**src/sat_pkg.sv**
```systemverilog
// ----------------------------------------------------------------------------
// sat_pkg
// Shared widths, mode codes and chain types for the segment address
// translator.
// ----------------------------------------------------------------------------
package sat_pkg;

   localparam int ADDR_W               = 64;
   localparam int MODE_W               = 2;
   localparam int COUNT_W              = 5;
   localparam int SEG_IDX_W            = 4;
   localparam int HIT_W                = 4;
   localparam int DEFAULT_MAX_SEGMENTS = 16;

   // request tdata: address, length, fatal_on_miss, seg_index, vm, file, size
   localparam int REQ_FIELDS_W = 4 * ADDR_W + 1 + SEG_IDX_W + ADDR_W;
   localparam int REQ_DATA_W   = ((REQ_FIELDS_W + 7) / 8) * 8;
   // response tdata: found, translated, room, hit_segment, fatal
   localparam int RSP_FIELDS_W = 1 + 2 * ADDR_W + HIT_W + 1;
   localparam int RSP_DATA_W   = ((RSP_FIELDS_W + 7) / 8) * 8;

   localparam logic [MODE_W-1:0] MODE_V2F   = 2'd0;
   localparam logic [MODE_W-1:0] MODE_F2V   = 2'd1;
   localparam logic [MODE_W-1:0] MODE_WRITE = 2'd2;

   // query token walking down the cell chain
   typedef struct packed {
      logic              valid;
      logic              xlate;
      logic              from_file;
      logic [ADDR_W-1:0] address;
   } query_type;

   // candidate hit carried along the chain
   typedef struct packed {
      logic              hit;
      logic [ADDR_W-1:0] off;
      logic [ADDR_W-1:0] other;
      logic [ADDR_W-1:0] size;
   } rec_type;

endpackage

```
**src/sat_cell.sv**
```systemverilog
// ----------------------------------------------------------------------------
// sat_cell
// One segment table entry plus one chain stage: probes the passing query
// against its entry and forwards the first-hit and last-hit candidates.
// ----------------------------------------------------------------------------
module sat_cell import sat_pkg::*; #(
   parameter int MAX_SEGMENTS = DEFAULT_MAX_SEGMENTS,
   parameter int INDEX        = 0,
   localparam int IDX_W       = (MAX_SEGMENTS > 1) ? $clog2(MAX_SEGMENTS) : 1
) (
   input  logic                  clock,
   input  logic                  reset,
   input  logic                  wr_en,
   input  logic [ADDR_W-1:0]     wr_vm,
   input  logic [ADDR_W-1:0]     wr_file,
   input  logic [ADDR_W-1:0]     wr_size,
   input  logic                  enable,
   input  logic                  lh_select,
   input  query_type             q_in,
   input  rec_type               scan_in,
   input  logic [IDX_W-1:0]      scan_idx_in,
   input  rec_type               lh_in,
   output query_type             q_out,
   output rec_type               scan_out,
   output logic [IDX_W-1:0]      scan_idx_out,
   output rec_type               lh_out
);

   logic [ADDR_W-1:0] vm_ff, file_ff, size_ff;
   logic              q_valid_ff, q_valid_in;
   query_type         q_ff;
   rec_type           scan_ff, scan_in_nx, lh_ff, lh_in_nx;
   logic [IDX_W-1:0]  scan_idx_ff, scan_idx_in_nx;
   logic [ADDR_W-1:0] base, other, off;
   logic              hit;

   // entry storage, loaded by write items
   always_ff @(posedge clock) begin
      if (wr_en) begin
         vm_ff   <= wr_vm;
         file_ff <= wr_file;
         size_ff <= wr_size;
      end
   end

   // probe: offset from start, unsigned so addresses below start miss
   always_comb begin
      base  = q_in.from_file ? file_ff : vm_ff;
      other = q_in.from_file ? vm_ff : file_ff;
      off   = q_in.address - base;
      hit   = q_in.valid && q_in.xlate && enable && (off < size_ff);
   end

   // candidate update: keep the earliest scan hit, take the last-hit probe
   always_comb begin
      scan_in_nx     = scan_in;
      scan_idx_in_nx = scan_idx_in;
      lh_in_nx       = lh_in;
      if (!scan_in.hit && hit) begin
         scan_in_nx     = '{hit: 1'b1, off: off, other: other, size: size_ff};
         scan_idx_in_nx = IDX_W'(INDEX);
      end
      if (lh_select && hit) begin
         lh_in_nx = '{hit: 1'b1, off: off, other: other, size: size_ff};
      end
      q_valid_in = q_in.valid;
   end

   // chain stage register
   always_ff @(posedge clock) begin
      if (reset) begin
         q_valid_ff <= 1'b0;
      end else begin
         q_valid_ff <= q_valid_in;
      end
   end

   always_ff @(posedge clock) begin
      q_ff        <= q_in;
      scan_ff     <= scan_in_nx;
      scan_idx_ff <= scan_idx_in_nx;
      lh_ff       <= lh_in_nx;
   end

   always_comb begin
      q_out       = q_ff;
      q_out.valid = q_valid_ff;
   end
   assign scan_out     = scan_ff;
   assign scan_idx_out = scan_idx_ff;
   assign lh_out       = lh_ff;

endmodule

```
**config.mk**
```make
export PLATFORM = sky130hd
export DESIGN_NAME = sat_cell
export DESIGN_NICKNAME = d
export VERILOG_FILES = /design/src/sat_pkg.sv /design/src/sat_cell.sv
export SDC_FILE = /design/constraint.sdc
export NUM_CORES = 1
export LEC_CHECK = 0
export ABC_CLOCK_PERIOD_IN_PS = 5700
export BUFFER_PORTS_ARGS = -buffer_cell sky130_fd_sc_hd__buf_2
export CAP_MARGIN = 30
export CORE_AREA = 2 2 437 439
export CTS_CLUSTER_SIZE = 20
export DETAILED_ROUTE_END_ITERATION = 10
export DIE_AREA = 0 0 439 441
export PLACE_DENSITY = 0.32
export SYNTH_ARGS = -nofsm -noshare
export SYNTH_HDL_FRONTEND = slang
export SYNTH_SLANG_ARGS = --single-unit
```
**constraint.sdc**
```tcl
create_clock -name clock -period 5.7 [get_ports clock]
set_input_delay 0.57 -clock clock [delete_from_list [all_inputs] [get_ports clock]]
set_output_delay 0.57 -clock clock [all_outputs]
set_load 0.01 [all_outputs]
```
== Yosys cells after proc, flatten, opt, wreduce, memory -nomap -nowiden ==
Index checks and enable logic that the tools add are counted.

* Add/sub/neg operators: 1
* $lt $le $gt $ge: 1
* Mux-type cells: 4
* Reduce and logical (&&, ||, !) cells: 6

{| class="wikitable"
|+ Operators by type and width
! operator !! count
|-
| 192-bit 2-to-1 mux || 2
|-
| 64-bit 2-to-1 mux || 2
|-
| 64-bit less-than comparator || 1
|-
| 64-bit subtractor || 1
|-
| 1-bit logical AND || 5
|-
| 1-bit logical NOT || 1
|}

* Register bits: 649
* Input port bits: 654
* Output and inout port bits: 457
* Word-level logic and storage cells: 28

== Longest topological paths before layout ==
* Word-level depth: 6
* Mapped depth: 28
* Gate-level depth less buffers: 23

== Worst setup path before layout ==
Ideal clock, no wire load.

* Kind: input -> register
* From: in q_in[64] (netlist bit)
* To: reg scan_ff, in the netlist scan_out[5]
* Library setup time: 0.126 ns
* Data arrival time: 6.073 ns
* Required time: 5.574 ns
* Path slack: -0.499 ns
* Stages on the path: 27
* Path buffers: 6
* Path through: clkbuf_1 -> clkbuf_1 -> buf_1 -> mux2i_1 -> ha_1 -> o21ai_0 -> a211oi_1 -> a2111oi_2 -> o21ai_2 -> a211oi_2 -> nor2_1 -> a2111oi_0 -> a311o_1 -> inv_1 -> ha_1 -> a21oi_1 -> nor2_1 -> a2111oi_2 -> a221oi_1 -> a211oi_1 -> o2111ai_1 -> or3_1 -> clkbuf_1 -> buf_2 -> buf_1 -> nand2_1 -> o21ai_0

{| class="wikitable"
|+ RTL lines
! element !! RTL line !! source
|-
| start: declaration || sat_cell.sv:19 || <nowiki>input query_type q_in,</nowiki>
|-
| end signal: assignment || sat_cell.sv:80 || <nowiki>scan_ff <= scan_in_nx;</nowiki>
|-
| end: declaration || sat_cell.sv:32 || <nowiki>rec_type scan_ff, scan_in_nx, lh_ff, lh_in_nx;</nowiki>
|}

==> results summary <==
The number of levels in the clock H-tree is 3. The clock sink total is 649. The final worst setup slack came out at -0.253 ns. The worst setup path is captured at a register. For this design the top-level I/O count stands at 1,111. The maximum ir drop on the vdd rail is 0.200 mV.

The first global-routing pass estimated 212 mm of wire. In this run the horizontal extent of the chip is 439 um. Yosys mapped the design onto 74 distinct sky130hd cell types. The post-layout minimum cycle time came out at 5.95 ns. The minimum setup slack after placement came out at -1.09 ns. The routed design has 163 mm of wire.

The final number of hold-violating endpoints is 0. The via count of the first global-routing pass came out at 26,100. The post-route setup TNS came out at -50.32 ns. The vertical die dimension came out at 441 um. For this run, design rule violations remaining after detail routing come to 0.

Detailed placement finished with a half-perimeter wire length of 135 mm. For this run, asynchronously set or reset flops after synthesis account for 0%. The timing-limited maximum frequency is 168 MHz.

The largest individual stage delay along the critical path comes from the cell sky130_fd_sc_hd__or3_4. At the later pin of the worst-skew pair, clock insertion delay measures 0.72 ns. The power density of the placed cells came out at 315 nW/um^2. The most common cell in the synthesized netlist is sky130_fd_sc_hd__dfxtp_1. The total vias in the final route is 25,200. The placed cell area is 38,400 sq um. The critical path is of the reg -> reg type.

Sorting the synthesized cells by area gives the leading types as sky130_fd_sc_hd__dfxtp_1 (35%), sky130_fd_sc_hd__edfxtp_1 (22%), sky130_fd_sc_hd__mux2_2 (14%), sky130_fd_sc_hd__ha_1 (6.0%), sky130_fd_sc_hd__o21ai_0 (3.3%). The met1 usage in global routing is 20.7%. Sequential elements use 56.8% of the synthesized area. Entering global routing, the biggest net connects 127 pins. The clock tree skew after final layout is 0.0455 ns. The worst path uses 104% of the clock period. The count of buffers inserted at the top-level ports came out at 1,110. The maximum buffer depth of the clock tree came out at 3. The TritonCTS clock tree is built. The violation count after the first detailed-route iteration is 1,220. In this run the core area contains 160 standard-cell rows.

Relative to the synthesized area, the layout overhead comes to 81.7%. Setup repair after global routing could not meet its margin everywhere. In this run the worst hold path is classified as in -> reg. The layout cell share with drive strength beyond 1 is 51.4%. The area of the mapped netlist is 26,300 sq um.

The die covers 194,000 sq um. The run finished, with violations left. Of all nets on the critical path, the largest fanout is 9. The number of flops mapped to enable cells by yosys is 192. The met2 usage in global routing came out at 26.9%. The checks that failed: negative setup slack. The total grt overflow came out at 0. The number of flip-flops and latches in the synthesized netlist is 649.

The most common flop cell mapped by yosys is sky130_fd_sc_hd__dfxtp_1. The finished layout cell area came out at 47,800 sq um. The maximum cell stage delay along the critical path is 0.46 ns. For this run, the total global-route usage over all layers was measured as 15.9%. The number of instances in the synthesized netlist came out at 2,190. The iteration count of the initial detailed-routing pass came out at 5. The reported max-cap violation count is 0. For this design the static power due to leakage is 21.9 nW.

The number of antenna violations at the first check in global routing came out at 44. The worst hold slack came out at 0.0768 ns. In the synthesized netlist, the cells that appear most often are sky130_fd_sc_hd__dfxtp_1 (457), sky130_fd_sc_hd__mux2_2 (317), sky130_fd_sc_hd__nand2_1 (206), sky130_fd_sc_hd__edfxtp_1 (192), sky130_fd_sc_hd__o21ai_0 (173). The number of routed nets with antenna violations is 0. The clock transition at the registers of the reported paths is 0.06 ns. The worst endpoint data arrival time came out at 6.55 ns. For this run, the number of Yosys warnings is 0.

Dividing the detail-routed wire length by the instance count gives 23.8 um. At the end of the flow the core is filled with cells to 25.2%. The synthesized net count came out at 2,971. The area share of the largest cell type after synthesis is 34.8%. The post-synthesis area per instance is 12.0 sq um. For this run, the post-layout net count is 5,049.

Measured against its own limit, the worst slew margin works out to 42.2%. Using the TritonRoute via totals, the vias-per-cell ratio works out to 3.67. The starting utilization of the core area is 13.9%.

Grouping stages by cell kind, the critical path spends the most delay in compound AO/OA/AOI/OAI gates. The global routing stage identified its most utilized layer as met2. The buffers plus inverters on the worst setup path is 7. Global routing used 2.66% of the available met3 tracks. TritonCTS created 84 clock buffers. The total of endpoints with negative setup slack in the final report came out at 375.

For the worst setup path, the data required time is 6.29 ns. The library cell used as clock root buffer is sky130_fd_sc_hd__clkbuf_16. The placeable core region came out at 189,000 sq um. The pin slew with the least headroom to its limit came out at 0.867 ns. The worst setup path is launched from a register. The placer congestion estimate is 0.851. The number of slew-limit violations in the final report was 0. The synthesized design spends more area on one cell type than any other, namely sky130_fd_sc_hd__dfxtp_1.
## metal layers
| metal | up-vias | routed length [um] |
|---|---|---|
| li1 | 12100 | - |
| met1 | 12200 | 72700 |
| met2 | 711 | 79000 |
| met3 | 180 | 7220 |
| met4 | 2 | 4200 |
| met5 | - | 13 |
## power by group
| part | total (W) | switching [W] | internal [W] |
|---|---|---|---|
| Combinational | 0.00417 | 0.00221 | 0.00196 |
| Sequential | 0.00528 | 0.000141 | 0.00514 |
| Clock | 0.00558 | 0.00231 | 0.00327 |
## stage by stage
step	std cells	power, W
6_report	6866	0.0150
5_1_grt	6855	0.0157
4_1_cts	6820	0.0152
3_5_place_dp	6197	0.00912
3_3_place_gp	6197	0.00912
2_1_floorplan	2190	0.00676
## final timing paths
path	startpoint	to	slack (ns)	depth (start not counted)
min	q_in[42]	q_out[42]$_DFF_P_	0.08	1
min reg2reg	size_ff[47]$_DFFE_PP_	lh_out[47]$_DFF_P_	0.56	2
max	file_ff[0]$_DFFE_PP_	scan_out[86]$_DFF_P_	-0.25	27
max reg2reg	file_ff[0]$_DFFE_PP_	scan_out[86]$_DFF_P_	-0.25	27
## repair_timing
action | 4_1_cts | 5_1_grt
pin swaps | 15 | 63
setup buffers | 10 | 19
hold endpoints to repair | 442 | 0
gates cloned | 16 | 16
endpoints found under the setup margin | 389 | 389
gates resized for setup | 108 | 224
hold buffers | 442 | 0
## final cells by class
cell class	instances	area, sq um
Clock buffer	123	2520
Clock inverter	33	355
Sequential cell	649	14900
Fill cell	20400	141000
Antenna cell	17	42.5
Multi-Input combinational cell	1354	11300
Timing Repair Buffer	2087	15100
Inverter	92	345
Tap cell	2511	3140
## layout by cell type (no fill, tap or decap), types with 90 or more instances in the layout
master,synthesis,routed
sky130_fd_sc_hd__edfxtp_1,192,192
sky130_fd_sc_hd__clkbuf_16,0,102
sky130_fd_sc_hd__buf_4,4,446
sky130_fd_sc_hd__o21ai_0,173,103
sky130_fd_sc_hd__buf_2,25,1108
sky130_fd_sc_hd__dlygate4sd3_1,0,442
sky130_fd_sc_hd__mux2_2,317,278
sky130_fd_sc_hd__dfxtp_1,457,457
sky130_fd_sc_hd__ha_1,126,124
sky130_fd_sc_hd__a21oi_1,99,95
sky130_fd_sc_hd__nand2_1,206,150
sky130_fd_sc_hd__inv_1,92,90
## kinds of logic after synthesis
family | after synthesis | share of synthesized area, %
xor gates and xnor gates | 58 | 1.96
muxes | 382 | 16.1
buffers and inverters | 187 | 3.08
and+or+nand+nor | 364 | 6.28
adders and majority gates | 127 | 6.08
AOI/OAI and AO/OA | 423 | 9.79
DFF | 649 | 56.8
## registers in the layout, indices dropped and copies added (netlist names)
signal	count
vm_ff	64
q_valid_ff	1
scan_out	193
size_ff	64
q_out	66
scan_idx_out	4
lh_out	193
file_ff	64
(Power assumes the default switching activity.)
