File: src/sat_pkg.sv
// ----------------------------------------------------------------------------
// sat_pkg
// Shared widths, mode codes and chain types for the segment address
// translator.
// ----------------------------------------------------------------------------
package sat_pkg;

   localparam int ADDR_W               = 64;
   localparam int MODE_W               = 2;
   localparam int COUNT_W              = 5;
   localparam int SEG_IDX_W            = 4;
   localparam int HIT_W                = 4;
   localparam int DEFAULT_MAX_SEGMENTS = 16;

   // request tdata: address, length, fatal_on_miss, seg_index, vm, file, size
   localparam int REQ_FIELDS_W = 4 * ADDR_W + 1 + SEG_IDX_W + ADDR_W;
   localparam int REQ_DATA_W   = ((REQ_FIELDS_W + 7) / 8) * 8;
   // response tdata: found, translated, room, hit_segment, fatal
   localparam int RSP_FIELDS_W = 1 + 2 * ADDR_W + HIT_W + 1;
   localparam int RSP_DATA_W   = ((RSP_FIELDS_W + 7) / 8) * 8;

   localparam logic [MODE_W-1:0] MODE_V2F   = 2'd0;
   localparam logic [MODE_W-1:0] MODE_F2V   = 2'd1;
   localparam logic [MODE_W-1:0] MODE_WRITE = 2'd2;

   // query token walking down the cell chain
   typedef struct packed {
      logic              valid;
      logic              xlate;
      logic              from_file;
      logic [ADDR_W-1:0] address;
   } query_type;

   // candidate hit carried along the chain
   typedef struct packed {
      logic              hit;
      logic [ADDR_W-1:0] off;
      logic [ADDR_W-1:0] other;
      logic [ADDR_W-1:0] size;
   } rec_type;

endpackage

File: src/sat_finish.sv
// ----------------------------------------------------------------------------
// sat_finish
// End of the cell chain: picks the last-hit or first scan hit, forms the
// translated address and room, checks the length and holds the response.
// ----------------------------------------------------------------------------
module sat_finish import sat_pkg::*; #(
   parameter int MAX_SEGMENTS = DEFAULT_MAX_SEGMENTS,
   localparam int IDX_W       = (MAX_SEGMENTS > 1) ? $clog2(MAX_SEGMENTS) : 1
) (
   input  logic                  clock,
   input  logic                  reset,
   input  query_type             q_end,
   input  rec_type               scan_end,
   input  logic [IDX_W-1:0]      scan_idx_end,
   input  rec_type               lh_end,
   input  logic [IDX_W-1:0]      last_hit,
   input  logic [ADDR_W-1:0]     length,
   input  logic                  fatal_on_miss,
   output logic                  upd_valid,
   output logic [IDX_W-1:0]      upd_idx,
   output logic                  done,
   output logic                  rsp_tvalid,
   input  logic                  rsp_tready,
   output logic [RSP_DATA_W-1:0] rsp_tdata
);

   rec_type           sel;
   logic [IDX_W-1:0]  sel_idx;
   logic              sel_hit;

   logic              a_valid_ff, a_valid_in;
   logic              a_hit_ff, a_xlate_ff;
   logic [IDX_W-1:0]  a_idx_ff;
   logic [ADDR_W-1:0] a_xlat_ff, a_left_ff;

   logic              b_valid_ff, b_valid_in;
   logic              b_found_ff, b_fatal_ff, b_found;
   logic [ADDR_W-1:0] b_xlat_ff, b_room_ff;
   logic [HIT_W-1:0]  b_hit_ff;

   logic              rsp_valid_ff, rsp_valid_in;
   logic [RSP_DATA_W-1:0] rsp_data_ff;

   // selection: a last-hit probe that hit wins over the scan
   always_comb begin
      sel     = lh_end.hit ? lh_end : scan_end;
      sel_idx = lh_end.hit ? last_hit : scan_idx_end;
      sel_hit = q_end.valid && (lh_end.hit || scan_end.hit);
   end

   assign upd_valid = sel_hit;
   assign upd_idx   = sel_idx;

   // stage A: translated address and room
   assign a_valid_in = q_end.valid;

   always_ff @(posedge clock) begin
      a_hit_ff   <= sel_hit;
      a_xlate_ff <= q_end.xlate;
      a_idx_ff   <= sel_idx;
      a_xlat_ff  <= sel.other + sel.off;
      a_left_ff  <= sel.size - sel.off;
   end

   // stage B: length check and result fields, held until the output frees
   assign b_found = a_hit_ff && (length <= a_left_ff);
   assign done    = b_valid_ff && (!rsp_valid_ff || rsp_tready);

   always_comb begin
      b_valid_in = b_valid_ff;
      if (a_valid_ff) begin
         b_valid_in = 1'b1;
      end else if (done) begin
         b_valid_in = 1'b0;
      end
   end

   always_ff @(posedge clock) begin
      if (a_valid_ff) begin
         b_found_ff <= b_found;
         b_fatal_ff <= a_xlate_ff && !b_found && fatal_on_miss;
         b_xlat_ff  <= b_found ? a_xlat_ff : '0;
         b_room_ff  <= b_found ? a_left_ff : '0;
         b_hit_ff   <= b_found ? HIT_W'(a_idx_ff) : '0;
      end
   end

   // output register
   always_comb begin
      rsp_valid_in = rsp_valid_ff;
      if (done) begin
         rsp_valid_in = 1'b1;
      end else if (rsp_tready) begin
         rsp_valid_in = 1'b0;
      end
   end

   always_ff @(posedge clock) begin
      if (done) begin
         rsp_data_ff <= RSP_DATA_W'({b_fatal_ff, b_hit_ff, b_room_ff, b_xlat_ff,
                                     b_found_ff});
      end
   end

   // control registers
   always_ff @(posedge clock) begin
      if (reset) begin
         a_valid_ff   <= 1'b0;
         b_valid_ff   <= 1'b0;
         rsp_valid_ff <= 1'b0;
      end else begin
         a_valid_ff   <= a_valid_in;
         b_valid_ff   <= b_valid_in;
         rsp_valid_ff <= rsp_valid_in;
      end
   end

   assign rsp_tvalid = rsp_valid_ff;
   assign rsp_tdata  = rsp_data_ff;

endmodule

File: config.mk
export PLATFORM = sky130hd
export DESIGN_NAME = sat_finish
export DESIGN_NICKNAME = d
export VERILOG_FILES = /design/src/sat_pkg.sv /design/src/sat_finish.sv
export SDC_FILE = /design/constraint.sdc
export NUM_CORES = 1
export LEC_CHECK = 0
export ABC_AREA = 1
export BUFFER_PORTS_ARGS = -buffer_cell sky130_fd_sc_hd__buf_2
export CORE_AREA = 3 3 257 259
export CTS_CLUSTER_SIZE = 25
export DETAILED_ROUTE_END_ITERATION = 6
export DIE_AREA = 0 0 260 262
export PLACE_DENSITY = 0.72
export SLEW_MARGIN = 20
export SYNTH_ARGS = -nofsm -noshare
export SYNTH_HDL_FRONTEND = slang
export SYNTH_SLANG_ARGS = --single-unit
export TNS_END_PERCENT = 30
File: constraint.sdc
create_clock -name clock -period 7.56 [get_ports clock]
set_input_delay 0.756 -clock clock [delete_from_list [all_inputs] [get_ports clock]]
set_output_delay 0.756 -clock clock [all_outputs]
set_load 0.005 [all_outputs]
---- Yosys cells after proc, flatten, opt, wreduce, memory -nomap -nowiden ----
Cells that the tools add are included.
operators by class
  $add $sub $neg .......................... 2
  $mul .................................... 0
  div/mod/pow operators ................... 0
  order comparisons ....................... 1
  equality and inequality tests ........... 0
  shifts and indexed selects .............. 0
  mux-type cells .......................... 6
  bitwise gates (word level) .............. 0
  reductions and logical operators ........ 11
operators with widths
  operator           number
  $mux 192           1
  $add 64x64->64     1
  $le 64x64->1       1
  $sub 64x64->64     1
  $logic_and 1x1->1  5
  $mux 1             4
  $mux 4             1
  $reduce_bool 2->1  2
  $logic_not 1->1    2
  $logic_or 1x1->1   2
word-level totals
  bits in registers ....................... 405
  latch bits .............................. 0
  bits in writable memories ............... 0
  memory bits (read-only) ................. 0
  input bits .............................. 529
  word-level logic and storage cells ...... 34
  memories kept ........................... 0

---- Longest topological paths before layout ----
  depth in word-level cells ............... 5
  depth in mapped cells ................... 22
  mapped depth without buffers ............ 19

---- Least setup slack after synthesis ----
OpenSTA, ideal clock, no wires.
  path type ............................... input to output
  start point ............................. input rsp_tready
  end point ............................... output done
  arrival time ............................ 7.311 ns
  data required time ...................... 6.804 ns
  slack ................................... -0.507 ns
  stages on the path ...................... 2
  buffers on the path ..................... 0
  cell sequence ........................... inv_1 -> a21oi_1
between the ends
  word-level cells in the longest chain between the ends .. 2
ends and longest elaborated chain
  what                line              RTL
  start: declaration  sat_finish.sv:23  input logic rsp_tready,
  $logic_or 1x1->1    sat_finish.sv:67  assign done = b_valid_ff && (!rsp_valid_ff || rsp_tready);
  $logic_and 1x1->1   sat_finish.sv:67
  end: declaration    sat_finish.sv:21  output logic done,
Every way passes these cells.

---- Final worst setup path ----
  start point ............................. input lh_end[192] (netlist name)
  end point ............................... register a_left_ff[50]
between the ends
  word-level cells in the longest chain between the ends .. 2
ends and longest elaborated chain
  what                    line              RTL
  start: declaration      sat_finish.sv:15  input rec_type lh_end,
  $mux 192                sat_finish.sv:46  sel = lh_end.hit ? lh_end : scan_end;
  $sub 64x64->64          sat_finish.sv:62  a_left_ff <= sel.size - sel.off;
  end signal: assignment  sat_finish.sv:62
  end: declaration        sat_finish.sv:34  logic [ADDR_W-1:0] a_xlat_ff, a_left_ff;
Every way passes these cells.
A chain may end at the register's enable or synchronous reset.

==> run_results.csv <==
group,metric,value,unit
global_route,antenna_found_initial,15,
cts,ctsHoldBuffers,0,
setup_path,reg2reg_slack,4070,ps
setup_path,endpoint,"a_left_ff[50]",
power_and_ir_drop,p_leak,15.47,nW
floorplanning,dieWidth,260,um
timing,setup_tns,0,ps
power_and_ir_drop,p_per_area,226.6,nW/um^2
timing,holdWs,313.6,ps
floorplanning,start_util,0.4088,
yosys,ys_ff_latch,405,
global_route,grt_pass1_vias,22718,
floorplanning,core,64120,um^2
yosys,ys_async_sr_fraction,0,
final_layout,fin_util,0.4927,
setup_path,rr_startpoint,"a_left_ff[42]",
routing,first_pass_iters,6,
routing,num_vias,24501,
routing,routed_wl,102300,um
placed_design,postPlaceCellArea,30120,um^2
yosys,synth_common_cells,"nand2_1, inv_1, nor2_1, edfxtp_1, a21oi_1",
routing,post_drt_wl_per_cell,20.71,um
cts,clockBufferDepth,3,
setup_path,cp.arrival,4930,ps
cts,clkSlewWorstSetupHoldPaths,60,ps
cts,h-tree-depth,2,
flow_run,cap_violations,0,
setup_path,critPathLaunchType,"primary input",
placed_design,routabilityCongestion,0.9866,
setup_path,critical_path_class,"in -> reg",
setup_path,rr_endpoint,"b_xlat_ff[63]",
min_path,hold_path_class,"in -> reg",
placed_design,hpwl,87920,um
min_path,min_from,"q_end[65]",
final_layout,fin_nets,4768,
power_and_ir_drop,max-vdd-ir-drop,166.0,uV
yosys,netlist.area_leader.share,0.3071,
floorplanning,die_h,262,um
routing,detail_route.vias_per_cell,4.959,
routing,drt_iter0_drc,2063,
yosys,synthTopCellsByArea,"edfxtp_1, nand2_1, dfxtp_1, ha_1, inv_1",
yosys,avgSynthCellArea,7.614,um^2
timing,fin_crit_sh,0.5945,
setup_path,crit_required,7990,ps
cts,postCtsSetupBuffers,0,
global_route,grt_max_degree,136,
timing,fin_worst_skew,11.82,ps
cts,clockRootBuffer,"clkbuf_16",
global_route,grt_pass1_wl,142800,um
yosys,synth_top_cell_by_area,"edfxtp_1",
timing,rsz0062_at_grt,"false",
floorplanning,row_count,93,
floorplanning,io-pin-count,672,
timing,slew_headroom,0.2076,
setup_path,crit_start,"lh_end[192]",
placed_design,port_buffers,604,
timing,finalSetupViolCount,0,
setup_path,r2r_cells,14,
yosys,seq_area_frac_synth,0.4117,
setup_path,crit_path_end_kind,"register",
cts,clk_latency,550,ps
cts,cts.sinks,405,
timing,finalHoldViolations,0,
yosys,post-synth-top-count-cell,"nand2_1",
yosys,syn_inst,3442,
yosys,yosysWarnings,0,
timing,worst_slew_pin_slew,1176,ps
yosys,synth-edff-count,268,
outcome,status,"finished, final reports clean",
floorplanning,die_area,68120,um^2
routing,drc,0,
final_layout,area_growth,20.52,%
timing,drv_slew,0,
yosys,yosysUniqueCellTypes,43,
timing,layout_min_cycle_time,4494,ps
timing,fmax,222.5,MHz
cts,cts_resized,0,
final_layout,final_area,31590,um^2
cts,cts_buffers,41,
final_layout,layout-drive-gt1-share,0.2060,
global_route,gr-total-overflow,0,
global_route,track_usage,0.2885,
setup_path,worstPathMaxFanout,96,
routing,ant_nets,0,
yosys,syn-cell-area,26210,um^2
yosys,synthFlopType,"edfxtp_1",
cts,cts_tree,"done",
worst min path at each step:
| stage | depth (start not counted) | to | slack [ps] |
|---|---|---|---|
| 6_report | 1 | a_xlate_ff | 310 |
| 5_1_grt | 1 | a_xlate_ff | 300 |
| 4_1_cts | 1 | a_xlate_ff | 280 |
| 3_5_place_dp | 0 | rsp_tdata[38] | 400 |
| 3_3_place_gp | 0 | rsp_tdata[130] | 400 |
| 2_1_floorplan | 0 | rsp_tdata[0] | 400 |
cell usage in the layout (no fill, tap or decap), types with 63 or more instances in the layout:
| master | synthesis | layout |
|---|---|---|
| a21oi_1 | 214 | 213 |
| buf_2 | 9 | 603 |
| dfxtp_1 | 137 | 136 |
| edfxtp_1 | 268 | 268 |
| ha_1 | 190 | 190 |
| inv_1 | 522 | 521 |
| nand2_1 | 968 | 968 |
| nand3_1 | 118 | 118 |
| nor2_1 | 405 | 405 |
| nor2_4 | 69 | 69 |
| o21ai_0 | 192 | 189 |
| or2_2 | 63 | 63 |
| xor2_1 | 69 | 69 |
power by group:
| group | internal [mW] | switching, mW |
|---|---|---|
| Sequential | 2.66 | 0.0766 |
| Clock | 1.28 | 0.861 |
| Combinational | 0.730 | 1.55 |
| Total | 4.67 | 2.49 |
layer usage:
metal / track usage / part of all wire
met5: 0 / 0.00070
met3: 0.05589 / 0.084
met4: 0.1180 / 0.043
met2: 0.4629 / 0.44
met1: 0.3829 / 0.43
registers in the layout, indices dropped and copies added, names as in the netlist:
signal and cells:
a_hit_ff 1, a_idx_ff 4, a_left_ff 64, a_valid_ff 1, a_xlat_ff 64, a_xlate_ff 1, b_fatal_ff 1, b_found_ff 1
b_hit_ff 4, b_room_ff 64, b_valid_ff 1, b_xlat_ff 64, rsp_tdata 134, rsp_tvalid 1
through the flow:
| step | std cells | setup WS (ps) | power, mW |
|---|---|---|---|
| floorplan | 3443 | 2143 | 4.235 |
| global placement | 4859 | 2611 | 5.019 |
| global route | 4937 | 2834 | 7.551 |
| detailed placement | 4859 | 2567 | 5.037 |
| CTS | 4933 | 3171 | 7.187 |
| finish | 4941 | 3066 | 7.158 |
logic make-up (layout without fill, tap and decap cells):
group,count (synthesis),after routing,share of synthesized area
AO/OA/AOI/OAI,470,470,0.09557
XOR/XNOR,80,80,0.02673
adder cells (fa/ha/maj),192,192,0.09223
buffers and inverters,583,1218,0.08899
flip-flops,405,405,0.4117
multiplexers,3,3,0.001146
other,1,10,0.0001431
AND/OR/NAND/NOR,1708,1708,0.2835
final cells by class:
type / count / area (um^2)
Antenna cell: 8 / 20.02
Clock buffer: 52 / 1180
Clock inverter: 22 / 267.8
Fill cell: 6454 / 32530
Inverter: 524 / 1972
Multi-Input combinational cell: 2455 / 13110
Sequential cell: 405 / 10790
Tap cell: 855 / 1070
Timing Repair Buffer: 620 / 3174
critical path, stage by stage:
cell     delay [ps]
buf_6           360
inv_6           360
or2_2           390
o21ai_0         170
inv_1           220
fa_1            470
inv_1           120
nand3_1          90
nand2_2         140
nand2_1          70
nand2_1         160
a21oi_1         180
o21ai_0         760
nand3_1         270
nand3_1         160
nand2_1          90
Power figures use the tool's default switching activity.
